**src/rtl/core/rrwt_pkg.sv**
```systemverilog
// Shared constants for the round-robin wait time calculator.
package rrwt_pkg;

    localparam int MAX_PROCS   = 16;
    localparam int PROC_AW     = (MAX_PROCS > 1) ? $clog2(MAX_PROCS) : 1;
    localparam int CNT_W       = $clog2(MAX_PROCS + 1);

    localparam int BURST_W     = 16;
    localparam int QUANTUM_W   = 16;
    localparam int TIME_W      = 22;
    localparam int INDEX_W     = 6;

    localparam int IN_DATA_W   = 16;
    localparam int OUT_FIELD_W = INDEX_W + 2 * TIME_W;
    localparam int OUT_DATA_W  = ((OUT_FIELD_W + 7) / 8) * 8;
    localparam int OUT_PAD_W   = OUT_DATA_W - OUT_FIELD_W;

    localparam logic [QUANTUM_W-1:0] QUANTUM_RESET = QUANTUM_W'(1);

endpackage

```
**src/rtl/core/round_robin_wait_time_calculator.sv**
```systemverilog
// Round-robin wait time calculator: loads bursts, simulates round-robin service, reports times.

// Bursts stream in one item per cycle and are written into on-chip process
// memories; the item with tlast closes the job set (up to MAX_PROCS processes,
// extra bursts beyond that are dropped). The block then replays round-robin
// service from time zero: each pass walks the stored processes in index
// order, and every unfinished one gets min(quantum, remaining) time units.
// In every pass each process takes a memory read state, then a modify and
// write-back state; passes repeat until a pass ends with no process left
// unfinished. Results then leave in index order, each through a memory read
// state and a load of the output register that waits until the sink takes
// the previous result, the final one with tlast. The input side is held
// off (s_axis_tready low) from the closing item until the last result sits in
// the output register; the next job set may load while that result waits.
// A quantum of zero acts as one. Write the quantum only while idle.
module round_robin_wait_time_calculator (
    input  logic                             i_clk,
    input  logic                             i_rst_n,
    // configuration: quantum
    input  logic                             i_cfg_we,
    input  logic [rrwt_pkg::QUANTUM_W-1:0]   i_cfg_wdata,
    // input items
    input  logic                             s_axis_tvalid,
    output logic                             s_axis_tready,
    input  logic [rrwt_pkg::IN_DATA_W-1:0]   s_axis_tdata,   // [15:0] burst
    input  logic                             s_axis_tlast,   // last_in
    // result items
    output logic                             m_axis_tvalid,
    input  logic                             m_axis_tready,
    output logic [rrwt_pkg::OUT_DATA_W-1:0]  m_axis_tdata,   // process_index, waiting,
                                                             // turnaround, zero pad
    output logic                             m_axis_tlast    // last_out
);
    import rrwt_pkg::*;

    typedef enum logic [2:0] {
        S_LOAD,
        S_SIM_RD,
        S_SIM_WR,
        S_OUT_RD,
        S_OUT_LD
    } t_state;

    // process memories
    logic [BURST_W-1:0] burst_mem [MAX_PROCS];
    logic [BURST_W-1:0] rem_mem   [MAX_PROCS];
    logic [TIME_W-1:0]  comp_mem  [MAX_PROCS];

    logic [BURST_W-1:0] r_burst_rd;
    logic [BURST_W-1:0] r_rem_rd;
    logic [TIME_W-1:0]  r_comp_rd;

    // control state
    t_state              r_state,   n_state;
    logic [CNT_W-1:0]    r_count,   n_count;
    logic [PROC_AW-1:0]  r_idx,     n_idx;
    logic [TIME_W-1:0]   r_clock,   n_clock;
    logic                r_busy,    n_busy;
    logic [QUANTUM_W-1:0] r_quantum;

    // output register
    logic                r_out_valid, n_out_valid;
    logic [INDEX_W-1:0]  r_out_index, n_out_index;
    logic [TIME_W-1:0]   r_out_wait,  n_out_wait;
    logic [TIME_W-1:0]   r_out_turn,  n_out_turn;
    logic                r_out_last,  n_out_last;

    // memory write controls
    logic                mem_we;
    logic                burst_we;
    logic                comp_we;
    logic [PROC_AW-1:0]  mem_waddr;
    logic [BURST_W-1:0]  rem_wdata;
    logic [TIME_W-1:0]   comp_wdata;

    // datapath
    logic [QUANTUM_W-1:0] slice_max;
    logic [BURST_W-1:0]   slice;
    logic [BURST_W-1:0]   rem_next;
    logic [TIME_W-1:0]    clock_next;
    logic                 idx_at_end;
    logic                 out_free;

    assign slice_max  = (r_quantum == '0) ? QUANTUM_W'(1) : r_quantum;
    assign slice      = (r_rem_rd < slice_max) ? r_rem_rd : slice_max;
    assign rem_next   = r_rem_rd - slice;
    assign clock_next = r_clock + TIME_W'(slice);
    assign idx_at_end = (CNT_W'(r_idx) == r_count - CNT_W'(1));
    assign out_free   = !r_out_valid || m_axis_tready;

    assign s_axis_tready = (r_state == S_LOAD);
    assign m_axis_tvalid = r_out_valid;
    assign m_axis_tlast  = r_out_last;
    assign m_axis_tdata  = {{OUT_PAD_W{1'b0}}, r_out_turn, r_out_wait, r_out_index};

    always_comb begin
        n_state     = r_state;
        n_count     = r_count;
        n_idx       = r_idx;
        n_clock     = r_clock;
        n_busy      = r_busy;
        n_out_valid = r_out_valid && !m_axis_tready;
        n_out_index = r_out_index;
        n_out_wait  = r_out_wait;
        n_out_turn  = r_out_turn;
        n_out_last  = r_out_last;

        mem_we      = 1'b0;
        burst_we    = 1'b0;
        comp_we     = 1'b0;
        mem_waddr   = r_idx;
        rem_wdata   = rem_next;
        comp_wdata  = clock_next;

        case (r_state)
            S_LOAD: begin
                if (s_axis_tvalid) begin
                    if (r_count < CNT_W'(MAX_PROCS)) begin
                        // remaining starts at the burst, completion at zero
                        mem_we     = 1'b1;
                        burst_we   = 1'b1;
                        comp_we    = 1'b1;
                        mem_waddr  = r_count[PROC_AW-1:0];
                        rem_wdata  = s_axis_tdata[BURST_W-1:0];
                        comp_wdata = '0;
                        n_count    = r_count + CNT_W'(1);
                    end
                    if (s_axis_tlast) begin
                        n_state = S_SIM_RD;
                        n_idx   = '0;
                        n_busy  = 1'b0;
                        n_clock = '0;
                    end
                end
            end
            S_SIM_RD: begin
                n_state = S_SIM_WR;
            end
            S_SIM_WR: begin
                if (r_rem_rd != '0) begin
                    mem_we  = 1'b1;
                    n_clock = clock_next;
                    if (rem_next == '0) begin
                        comp_we = 1'b1;
                    end else begin
                        n_busy = 1'b1;
                    end
                end
                if (idx_at_end) begin
                    n_idx = '0;
                    if (n_busy) begin
                        n_busy  = 1'b0;
                        n_state = S_SIM_RD;
                    end else begin
                        n_state = S_OUT_RD;
                    end
                end else begin
                    n_idx   = r_idx + PROC_AW'(1);
                    n_state = S_SIM_RD;
                end
            end
            S_OUT_RD: begin
                n_state = S_OUT_LD;
            end
            S_OUT_LD: begin
                if (out_free) begin
                    n_out_valid = 1'b1;
                    n_out_index = INDEX_W'(r_idx);
                    n_out_wait  = r_comp_rd - TIME_W'(r_burst_rd);
                    n_out_turn  = r_comp_rd;
                    n_out_last  = idx_at_end;
                    if (idx_at_end) begin
                        n_state = S_LOAD;
                        n_count = '0;
                        n_clock = '0;
                        n_idx   = '0;
                    end else begin
                        n_idx   = r_idx + PROC_AW'(1);
                        n_state = S_OUT_RD;
                    end
                end
            end
            default: begin
                n_state = S_LOAD;
            end
        endcase
    end

    always_ff @(posedge i_clk) begin
        if (!i_rst_n) begin
            r_state     <= S_LOAD;
            r_count     <= '0;
            r_idx       <= '0;
            r_clock     <= '0;
            r_busy      <= 1'b0;
            r_out_valid <= 1'b0;
            r_quantum   <= QUANTUM_RESET;
        end else begin
            r_state     <= n_state;
            r_count     <= n_count;
            r_idx       <= n_idx;
            r_clock     <= n_clock;
            r_busy      <= n_busy;
            r_out_valid <= n_out_valid;
            if (i_cfg_we) begin
                r_quantum <= i_cfg_wdata;
            end
        end
        r_out_index <= n_out_index;
        r_out_wait  <= n_out_wait;
        r_out_turn  <= n_out_turn;
        r_out_last  <= n_out_last;
    end

    // memories: one write and one registered read a cycle, read at r_idx
    always_ff @(posedge i_clk) begin
        if (mem_we) begin
            rem_mem[mem_waddr] <= rem_wdata;
        end
        if (burst_we) begin
            burst_mem[mem_waddr] <= rem_wdata;
        end
        if (comp_we) begin
            comp_mem[mem_waddr] <= comp_wdata;
        end
        r_burst_rd <= burst_mem[r_idx];
        r_rem_rd   <= rem_mem[r_idx];
        r_comp_rd  <= comp_mem[r_idx];
    end

`ifndef SYNTHESIS
    a_count_bound: assert property (@(posedge i_clk) disable iff (!i_rst_n)
        r_count <= CNT_W'(MAX_PROCS))
        else $error("process count above capacity");

    a_job_nonempty: assert property (@(posedge i_clk) disable iff (!i_rst_n)
        (r_state != S_LOAD) |-> (r_count != '0))
        else $error("simulation or output running with no processes");

    a_idx_in_range: assert property (@(posedge i_clk) disable iff (!i_rst_n)
        (r_state != S_LOAD) |-> (CNT_W'(r_idx) < r_count))
        else $error("process index beyond loaded count");

    a_clock_idle_zero: assert property (@(posedge i_clk) disable iff (!i_rst_n)
        (r_state == S_LOAD) |-> (r_clock == '0))
        else $error("schedule clock not cleared while loading");

    a_last_returns_load: assert property (@(posedge i_clk) disable iff (!i_rst_n)
        (r_state == S_OUT_LD && out_free && idx_at_end) |=> (r_state == S_LOAD))
        else $error("final result did not return to loading");
`endif

endmodule
```
**config.mk**
```make
export PLATFORM = sky130hd
export DESIGN_NAME = round_robin_wait_time_calculator
export DESIGN_NICKNAME = d
export VERILOG_FILES = /design/src/rtl/core/rrwt_pkg.sv /design/src/rtl/core/round_robin_wait_time_calculator.sv
export SDC_FILE = /design/constraint.sdc
export NUM_CORES = 1
export LEC_CHECK = 0
export BUFFER_PORTS_ARGS = -buffer_cell sky130_fd_sc_hd__buf_2
export CORE_MARGIN = 2
export CORE_UTILIZATION = 56
export DETAILED_ROUTE_END_ITERATION = 8
export MAX_ROUTING_LAYER = met4
export PLACE_DENSITY = 0.81
export SYNTH_ARGS = -nofsm -noshare
export SYNTH_HDL_FRONTEND = slang
export SYNTH_SLANG_ARGS = --single-unit
```
**constraint.sdc**
```tcl
create_clock -name i_clk -period 6 [get_ports i_clk]
set_input_delay 0.3 -clock i_clk [delete_from_list [all_inputs] [get_ports i_clk]]
set_output_delay 0.3 -clock i_clk [all_outputs]
set_load 0.1 [all_outputs]
```
==> impl_metrics.env, run 1 <==
export IMPL_status="stopped before the end"
export IMPL_stop_stage="detailed routing"
export IMPL_error_line="[ERROR DRT-0255] Maze Route cannot find path of net s_axis_tdata[12] in worker of routeBox ( 241500 0 ) ( 274780 48300 )."
export IMPL_grt_pass1_vias=23040
export IMPL_synthXorXnorAreaFrac_pct=1.067
export IMPL_synth_seq_cells=1019
export IMPL_synth_area_top_cells="edfxtp_1 (67%), mux4_2 (15%), dfxtp_1 (5.2%), ha_1 (2.0%), nor2_1 (1.4%)"
export IMPL_yosysWarnings=0
export IMPL_synth_distinct_cells=88
export IMPL_synth_top_area_share_pct=66.77
export IMPL_grt_usage_pct=30.16
export IMPL_synth_edff_count=913
export IMPL_die_x_microns=274.8
export IMPL_clk_path_buf_depth=3
export IMPL_cts_made_buffers=94
export IMPL_netlist_top_cells_count="edfxtp_1 (913), mux4_2 (270), nor2_1 (158)"
export IMPL_grt_pass1_wl_mm=157.8
export IMPL_synth_avg_cell_area_sq_um=18.85
export IMPL_antenna_found_initial=7
export IMPL_endpoint_type="sequential cell input"
export IMPL_start_util_pct=56.37
export IMPL_synth_most_common_cell="edfxtp_1"
export IMPL_grt_max_degree=136
export IMPL_worst_endpoint="comp_mem[7][17]$_DFFE_PP_/DE"
export IMPL_synth_top_family_by_area="multiplexers"
export IMPL_synth_area_leader_cell="edfxtp_1"
export IMPL_portBuffers=88
export IMPL_ys_flop_type="edfxtp_1"
export IMPL_ys_seq_area_share_pct=71.94
export IMPL_cts_sinks=1019
export IMPL_dp_hpwl_mm=62.20
export IMPL_htree_levels=3
export IMPL_synthMuxAreaShare_pct=15.32
export IMPL_die_h_microns=274.8
export IMPL_synthCells=2178
export IMPL_synth_compound_area_share_pct=3.654
export IMPL_cts_root_buf="clkbuf_16"
export IMPL_num_rows=99
export IMPL_gp_congestion=0.9498
export IMPL_grt_overflow_total=0
export IMPL_yosys_area_share_simple_pct=4.123
export IMPL_async_flop_share_pct=0
export IMPL_synth_fa_ha_area_share_pct=2.127
export IMPL_io_pins=97
export IMPL_netlist_area_sq_um=41060
[routing by layer]
| metal | GRT usage (%) |
|---|---|
| met5 | - |
| met1 | 37.66 |
| met3 | 5.403 |
| met4 | 13.41 |
| met2 | 48.81 |
[per-stage QoR]
step	instance area [sq um]	hold WS [ns]	instances	worst slack, ns
after floorplan	41090	0.4064	2185	-0.2605
after global placement	43300	0.4250	3228	0.3060
after detailed placement	43300	0.4227	3228	0.1745
after CTS	46720	0.01680	3419	0.05953
after global routing	46820	0.03701	3428	-0.01741
[timing repair]
action,CTS,global route
hold buffers,16,0
endpoints found under the hold margin,16,0
resized for setup,0,14
endpoints found under the setup margin,0,425
setup buffers,0,2
[cells by family after synthesis]
group	after synthesis
simple gates	362
other cells	1
compound gates	213
flops	1019
buf+inv	174
xor+xnor	50
fa+ha+maj	68
mux	291
==> inputs of run 2 (changes only) <==
--- a/config.mk
+++ b/config.mk
@@ -7,10 +7,9 @@
 export LEC_CHECK = 0
 export BUFFER_PORTS_ARGS = -buffer_cell sky130_fd_sc_hd__buf_2
 export CORE_MARGIN = 2
-export CORE_UTILIZATION = 56
+export CORE_UTILIZATION = 40
 export DETAILED_ROUTE_END_ITERATION = 8
-export MAX_ROUTING_LAYER = met4
-export PLACE_DENSITY = 0.81
+export PLACE_DENSITY_LB_ADDON = 0.15
 export SYNTH_ARGS = -nofsm -noshare
 export SYNTH_HDL_FRONTEND = slang
 export SYNTH_SLANG_ARGS = --single-unit
==> constraint.sdc (replaced) <==
create_clock -name i_clk -period 7.8 [get_ports i_clk]
set_input_delay 0.39 -clock i_clk [delete_from_list [all_inputs] [get_ports i_clk]]
set_output_delay 0.39 -clock i_clk [all_outputs]
set_load 0.1 [all_outputs]
==> run 2 against run 1 <==
  * The run now ends clean
  * Synthesized area stayed put
  * Synthesized cell count stayed put
  * Global-route usage is 11 points lower
==> impl_metrics.env, run 2 <==
export IMPL_globalRouteMet3Util_pct=2.528
export IMPL_synth_area_top_cells="edfxtp_1 (67%), mux4_2 (15%), dfxtp_1 (5.2%), ha_1 (2.0%), nor2_1 (1.4%)"
export IMPL_grt_busiest_layer="met2"
export IMPL_cts_resized=0
export IMPL_min_from="i_rst_n"
export IMPL_p_seq_share_pct=49.0
export IMPL_final_cell_mix="edfxtp_1 (913), mux4_2 (270), nor2_1 (121)"
export IMPL_finalInstanceArea_sq_um=47340
export IMPL_gp_congestion=0.8727
export IMPL_crit_family="simple AND/OR/NAND/NOR gates"
export IMPL_grt_max_degree=96
export IMPL_r2r_end="comp_mem[2][20]$_DFFE_PP_"
export IMPL_die_x_microns=324.4
export IMPL_synth_most_common_cell="edfxtp_1"
export IMPL_async_flop_share_pct=0
export IMPL_period_minus_slack_ns=6.583
export IMPL_grt_usage_pct=19.03
export IMPL_hold_ws_ns=0.07863
export IMPL_num_rows=117
export IMPL_drive_above_1_share_pct=28.47
export IMPL_hold_path_depth=2
export IMPL_clock_latency_ns=0.68
export IMPL_drc=0
export IMPL_powerDensity_nw_per_um2=290.7
export IMPL_post_route_period_util_pct=84.40
export IMPL_r2r_slack_ns=1.22
export IMPL_leakagePower_nw=15.39
export IMPL_hold_class="input pin to flop"
export IMPL_grt_pass1_wl_mm=147.1
export IMPL_min_to="r_quantum[0]$_SDFFE_PN1P_"
export IMPL_ys_seq_area_share_pct=71.94
export IMPL_start_util_pct=40.36
export IMPL_netlist_top_cells_count="edfxtp_1 (913), mux4_2 (270), nor2_1 (158)"
export IMPL_critPathSlowestCell="nor2_1"
export IMPL_hold_violations=0
export IMPL_synth_top_area_share_pct=66.77
export IMPL_cts_sinks=1019
export IMPL_grt_overflow_total=0
export IMPL_peakVddDrop_uv=177.0
export IMPL_power_mw=13.76
export IMPL_io_pins=97
export IMPL_final_max_slew_viol_count=0
export IMPL_wl_per_cell_microns=26.03
export IMPL_comb_power_share_pct=14.5
export IMPL_crit_path_end_kind="flop"
export IMPL_dp_hpwl_mm=63.02
export IMPL_portBuffers=88
export IMPL_synth_area_leader_cell="edfxtp_1"
export IMPL_rsz0062_at_grt="false"
export IMPL_netlist_area_sq_um=41060
export IMPL_ctsHoldBuffers=16
export IMPL_clock_skew_final_ns=0.02091
export IMPL_largest_reg_flops=352
export IMPL_placed_area_sq_um=43690
export IMPL_slew_headroom_pct=8.273
export IMPL_synth_edff_count=913
export IMPL_max_stage_delay_ns=0.73
export IMPL_status="finished clean"
export IMPL_setup_viol_count_final=0
export IMPL_drt_first_pass_iters=6
export IMPL_antenna_cells=0
export IMPL_cts_setup_buffers=0
export IMPL_path_max_fanout=18
export IMPL_crit_arrival_ns=6.93
export IMPL_cts_made_buffers=107
export IMPL_nFillCells=8589
export IMPL_p_sw_mw=3.578
export IMPL_met2_usage_pct=31.49
export IMPL_finalNetCount=2490
export IMPL_critPathLaunchType="flop"
export IMPL_antenna_found_initial=2
export IMPL_synth_avg_cell_area_sq_um=18.85
export IMPL_top_regs="comp_mem (352), burst_mem (256), rem_mem (256)"
export IMPL_synth_distinct_cells=88
export IMPL_clkTransAtPathRegs_ns=0.06
export IMPL_path_cells="inv_1, ha_1, a21o_1, a21o_1, a21oi_1, o21ai_1, nor2_1, mux2i_1, ha_1, inv_1, fa_1, a211oi_4, nor2_2, o21ai_1, xor2_1, nand4_2, nor4_2, nor4b_4, a21oi_2, nor3_2, buf_4"
export IMPL_crit_type="flop to flop"
export IMPL_die_h_microns=324.4
export IMPL_clk_path_buf_depth=3
export IMPL_gr_usage_met1_pct=26.91
export IMPL_regMostFlops="comp_mem"
export IMPL_cts_root_buf="clkbuf_16"
export IMPL_core_sq_um=101700
export IMPL_drtIter0Drc=1905
export IMPL_max_freq_mhz=151.9
export IMPL_drv_cap=0
export IMPL_p_int_mw=10.19
export IMPL_synthCells=2178
export IMPL_grt_pass1_vias=21550
export IMPL_layout_commonest_cell="edfxtp_1"
export IMPL_cts_tree="yes"
export IMPL_yosysWarnings=0
export IMPL_avgViaCountPerCell=5.475
export IMPL_worst_slew_pin_slew_ns=1.371
export IMPL_vias=21040
export IMPL_r2r_start="r_quantum[9]$_SDFFE_PN0P_"
export IMPL_clkPwrFrac_pct=36.5
export IMPL_cp_required_ns=8.15
export IMPL_dieArea_sq_um=105200
export IMPL_htree_levels=3
export IMPL_tns_ns=0
export IMPL_cp_num_buf_inv=3
export IMPL_synth_seq_cells=1019
export IMPL_ys_flop_type="edfxtp_1"
export IMPL_sw_frac_of_total_pct=26.00
export IMPL_drtAntennaViolNets=0
export IMPL_finalWirelength_mm=100.1
export IMPL_rr_worst_depth=21
export IMPL_syn2layout_area_growth_pct=15.30
-- run 2: cell counts after synthesis --
Identical to the previous run, type by type.
-- run 2: how the worst max path moves through the flow --
| stage | startpoint | to | slack, ns | cells past startpoint |
|---|---|---|---|---|
| CTS | r_quantum[9]$_SDFFE_PN0P_ | comp_mem[2][20]$_DFFE_PP_ | 1.15 | 21 |
| floorplan | r_quantum[3]$_SDFFE_PN0P_ | comp_mem[5][0]$_DFFE_PP_ | 1.54 | 22 |
| global route | r_quantum[15]$_SDFFE_PN0P_ | comp_mem[2][18]$_DFFE_PP_ | 0.63 | 20 |
| detailed placement | r_quantum[9]$_SDFFE_PN0P_ | comp_mem[2][15]$_DFFE_PP_ | 1.18 | 21 |
| finish | r_quantum[9]$_SDFFE_PN0P_ | comp_mem[2][20]$_DFFE_PP_ | 1.22 | 21 |
| global placement | r_quantum[9]$_SDFFE_PN0P_ | comp_mem[2][15]$_DFFE_PP_ | 1.33 | 21 |
-- run 2: metal layers --
metal  share of wire, %  vias up
li1                   -     9169
met5                  0        -
met3                4.6      122
met2                 49      560
met1                 44    11190
met4                1.8        0
-- run 2: final cells by class --
class / instances / area [sq um] / share of cell area (%)
inverters: 77 / 289.0 / 0.6105
repair buffers: 187 / 1236 / 2.611
clock inverters: 49 / 446.7 / 0.9435
clock buffers: 152 / 3050 / 6.443
well taps: 1368 / 1712 / 3.615
multi-input cells: 992 / 11060 / 23.35
flip-flops and latches: 1019 / 29550 / 62.42
-- run 2: power groups by stage --
stage	clock network [mW]	registers, mW	logic (mW)
6_report	5.02	6.74	2.00
5_1_grt	5.34	6.75	2.20
4_1_cts	5.15	6.74	2.02
2_1_floorplan	0	6.82	1.23
3_3_place_gp	0	6.85	1.93
3_5_place_dp	0	6.86	2.01
-- run 2: metrics by stage --
stage,cells,utilization (%),setup slack (ns)
after floorplan,2185,-,1.539
after global placement,3627,42.94,1.331
after detailed placement,3627,42.94,1.175
after CTS,3844,46.53,1.149
after global routing,3844,46.53,0.6306
final,3844,46.53,1.217
-- run 2: worst reg2reg max path, cell delays in order (launching register included) --
cell      delay (ns)
dfxtp_1         0.36
inv_1           0.08
ha_1            0.31
a21o_1          0.17
a21o_1          0.17
a21oi_1         0.13
o21ai_1         0.09
nor2_1          0.73
mux2i_1         0.39
ha_1            0.22
inv_1           0.06
fa_1            0.46
a211oi_4        0.30
nor2_2          0.09
o21ai_1         0.26
xor2_1          0.28
nand4_2         0.13
nor4_2          0.24
nor4b_4         0.42
a21oi_2         0.31
nor3_2          0.68
buf_4           0.39
-- run 2: logic make-up after synthesis --
logic type / synth area share [%]
xor+xnor: 1.067
simple gates: 4.123
flops: 71.94
buf+inv: 1.758
fa+ha+maj: 2.127
compound gates: 3.654
other cells: 0.009133
mux: 15.32
No activity file was read; power rests on OpenSTA's default activity.
==> inputs of run 3 (changes only) <==
--- a/config.mk
+++ b/config.mk
@@ -5,6 +5,7 @@
 export SDC_FILE = /design/constraint.sdc
 export NUM_CORES = 1
 export LEC_CHECK = 0
+export ABC_AREA = 1
 export BUFFER_PORTS_ARGS = -buffer_cell sky130_fd_sc_hd__buf_2
 export CORE_MARGIN = 2
 export CORE_UTILIZATION = 40
==> constraint.sdc (replaced) <==
create_clock -name i_clk -period 6 [get_ports i_clk]
set_input_delay 0.3 -clock i_clk [delete_from_list [all_inputs] [get_ports i_clk]]
set_output_delay 0.3 -clock i_clk [all_outputs]
set_load 0.1 [all_outputs]
==> run 3 against run 2 <==
  * Maximum frequency is 17% higher
  * Power is 39% higher
  * Die area is 1.2% higher
  * Utilization is 0.16 points lower
  * Clock power is 35% higher
  * Cell area is 1.2% higher
  * Worst setup slack worse by 0.84 ns
  * Synthesized area is 1.3% higher
  * Sequential share of layout area is 0.76 points lower
  * Register-to-register slack worse by 0.84 ns
  * Sequential power is 34% higher
  * Clock skew is 0.017 ns higher
  * Largest power group unchanged
==> impl_metrics.env, run 3 <==
export IMPL_status="finished clean"
export IMPL_cts_resized=0
export IMPL_drc=0
export IMPL_drive_above_1_share_pct=11.49
export IMPL_powerDensity_nw_per_um2=399.1
export IMPL_finalWirelength_mm=114.9
export IMPL_worst_slew_pin_slew_ns=1.224
export IMPL_drv_cap=0
export IMPL_portBuffers=88
export IMPL_r2r_slack_ns=0.37
export IMPL_tns_ns=0
export IMPL_hold_path_depth=3
export IMPL_grt_pass1_wl_mm=170.9
export IMPL_slew_headroom_pct=18.41
export IMPL_drt_first_pass_iters=6
export IMPL_period_minus_slack_ns=5.626
export IMPL_grt_usage_pct=21.18
export IMPL_largest_reg_flops=352
export IMPL_critPathLaunchType="flop"
export IMPL_clock_latency_ns=0.69
export IMPL_vias=27340
export IMPL_synth_area_top_cells="edfxtp_1 (66%), o21ai_0 (5.9%), dfxtp_1 (5.1%), nor2_1 (5.0%), o221ai_1 (3.7%)"
export IMPL_cts_made_buffers=108
export IMPL_start_util_pct=40.23
export IMPL_min_to="r_quantum[5]$_SDFFE_PN0P_"
export IMPL_finalNetCount=3601
export IMPL_post_route_period_util_pct=93.77
export IMPL_synth_distinct_cells=45
export IMPL_ys_flop_type="edfxtp_1"
export IMPL_gp_congestion=0.9026
export IMPL_rr_worst_depth=25
export IMPL_synth_top_family_by_area="compound AO/OA/AOI/OAI gates"
export IMPL_grt_pass1_vias=26660
export IMPL_regMostFlops="comp_mem"
export IMPL_r2r_start="r_quantum[15]$_SDFFE_PN0P_"
export IMPL_top_regs="comp_mem (352), burst_mem (256), rem_mem (256)"
export IMPL_synth_compound_area_share_pct=12.70
export IMPL_clk_path_buf_depth=3
export IMPL_wl_per_cell_microns=23.12
export IMPL_yosys_area_share_simple_pct=9.651
export IMPL_drtIter0Drc=2509
export IMPL_cp_required_ns=6.36
export IMPL_synthCells=3374
export IMPL_layout_commonest_cell="edfxtp_1"
export IMPL_synth_seq_cells=1019
export IMPL_multi_input_area_sq_um=10800
export IMPL_synth_most_common_cell="edfxtp_1"
export IMPL_max_stage_delay_ns=0.53
export IMPL_syn2layout_area_growth_pct=15.28
export IMPL_cts_root_buf="clkbuf_16"
export IMPL_grt_busiest_layer="met2"
export IMPL_synth_top_area_share_pct=65.94
export IMPL_setup_viol_count_final=0
export IMPL_avgViaCountPerCell=5.502
export IMPL_peakVddDrop_uv=297.9
export IMPL_synth_edff_count=913
export IMPL_fin_util_pct=46.37
export IMPL_path_max_fanout=22
export IMPL_min_from="i_cfg_wdata[5]"
export IMPL_clkTransAtPathRegs_ns=0.06
export IMPL_rsz0062_at_grt="false"
export IMPL_final_max_slew_viol_count=0
export IMPL_drtAntennaViolNets=0
export IMPL_hold_class="input pin to flop"
export IMPL_io_pins=97
export IMPL_crit_top_cell="nand3_1"
export IMPL_r2r_end="comp_mem[10][19]$_DFFE_PP_"
export IMPL_htree_levels=3
export IMPL_met2_usage_pct=35.82
export IMPL_clock_skew_final_ns=0.03787
export IMPL_final_cell_mix="edfxtp_1 (913), nor2_1 (539), o21ai_0 (488)"
export IMPL_dieArea_sq_um=106500
export IMPL_yosysWarnings=0
export IMPL_synth_avg_cell_area_sq_um=12.32
export IMPL_globalRouteMet3Util_pct=2.380
export IMPL_cts_sinks=1019
export IMPL_ys_seq_area_share_pct=71.05
export IMPL_hold_violations=0
export IMPL_nFillCells=9247
export IMPL_crit_path_end_kind="flop"
export IMPL_gr_usage_met1_pct=28.46
export IMPL_cts_tree="yes"
export IMPL_die_x_microns=326.4
export IMPL_num_rows=118
export IMPL_grt_overflow_total=0
export IMPL_max_freq_mhz=177.7
export IMPL_netlist_top_cells_count="edfxtp_1 (913), nor2_1 (552), o21ai_0 (494)"
export IMPL_async_flop_share_pct=0
export IMPL_seq_area_sq_um=29550
export IMPL_critPathSlowestCell="a2111oi_0"
export IMPL_die_h_microns=326.4
export IMPL_dp_hpwl_mm=68.28
export IMPL_grt_max_degree=249
export IMPL_antenna_found_initial=1
export IMPL_netlist_area_sq_um=41580
export IMPL_synth_fa_ha_area_share_pct=2.101
export IMPL_cts_setup_buffers=0
export IMPL_leakagePower_nw=16.52
export IMPL_crit_type="flop to flop"
export IMPL_synth_area_leader_cell="edfxtp_1"
export IMPL_crit_arrival_ns=5.98
export IMPL_synthMuxAreaShare_pct=0
export IMPL_core_sq_um=103300
export IMPL_synthXorXnorAreaFrac_pct=1.113
==> run 3: cell count changes after synthesis, moves of 14 or more <==
cell / change
a21oi_1: +47
o211ai_1: +38
clkbuf_1: +123
mux4_2: -270
inv_1: +68
o221ai_1: +178
nor2_1: +394
o21ai_0: +453
nand2_1: +209
o22ai_1: +35
nor3_1: -14
nand3_1: +87
a21o_1: -16
mux2i_1: -20
==> run 3: worst max-delay path by stage <==
stage	from	endpoint	depth (start not counted)
3_3_place_gp	r_quantum[15]$_SDFFE_PN0P_	comp_mem[7][1]$_DFFE_PP_	25
3_5_place_dp	r_quantum[15]$_SDFFE_PN0P_	comp_mem[4][11]$_DFFE_PP_	25
4_1_cts	r_quantum[15]$_SDFFE_PN0P_	comp_mem[10][19]$_DFFE_PP_	25
2_1_floorplan	r_quantum[11]$_SDFFE_PN0P_	comp_mem[0][0]$_DFFE_PP_	27
6_report	r_quantum[15]$_SDFFE_PN0P_	comp_mem[10][19]$_DFFE_PP_	25
5_1_grt	r_quantum[15]$_SDFFE_PN0P_	comp_mem[10][17]$_DFFE_PP_	25
==> run 3: final cells by class <==
class / instances / area share (%)
sequential: 1019 / 61.66
multi-input combinational: 2000 / 22.54
tap: 1380 / 3.603
clock buffer: 142 / 6.098
inverter: 152 / 1.224
antenna: 2 / 0.01044
timing repair buffer: 214 / 3.399
clock inverter: 60 / 1.467
==> run 3: layer usage <==
| layer | vias up | part of all wire (%) |
|---|---|---|
| met2 | 771 | 49 |
| met1 | 13760 | 43 |
| li1 | 12630 | - |
| met3 | 175 | 4.6 |
| met5 | - | 0 |
| met4 | 0 | 3.0 |
==> run 3: kinds of logic after synthesis <==
kind of cell    count (synthesis)
flops                        1019
simple gates                  994
compound gates                878
buf+inv                       362
fa+ha+maj                      68
xor+xnor                       52
other cells                     1
==> run 3: critical path, delay by kind of cell (launching register included) <==
kind	cells	cell delay (ns)
adder cells (fa/ha/maj)	3	1.01
AO/OA/AOI/OAI	4	1.20
AND/OR/NAND/NOR	13	1.79
buffers and inverters	4	0.60
flip-flops	1	0.42
XOR/XNOR	1	0.28
==> run 3: per-stage QoR <==
stage / cells / total power, mW / area, sq um / setup slack [ns] / hold WS [ns]
after floorplan: 3381 / 11.17 / 41600 / 0.3638 / 0.4082
after global placement: 4748 / 12.45 / 44130 / 0.5802 / 0.4575
after detailed placement: 4748 / 12.53 / 44130 / 0.5345 / 0.4531
after CTS: 4967 / 19.31 / 47920 / 0.4997 / 0.004260
after global routing: 4967 / 19.93 / 47920 / 0.004810 / 0.06580
final: 4969 / 19.13 / 47930 / 0.3737 / 0.03249
==> run 3: repair_timing <==
item | 4_1_cts | 5_1_grt
hold buffers | 17 | 0
setup endpoints to repair | 0 | 0
hold endpoints to repair | 14 | 0
==> run 3: where the power goes <==
| part | switching (mW) | internal (mW) |
|---|---|---|
| Combinational | 2.49 | 0.846 |
| Clock | 2.77 | 4.00 |
| Sequential | 0.132 | 8.89 |
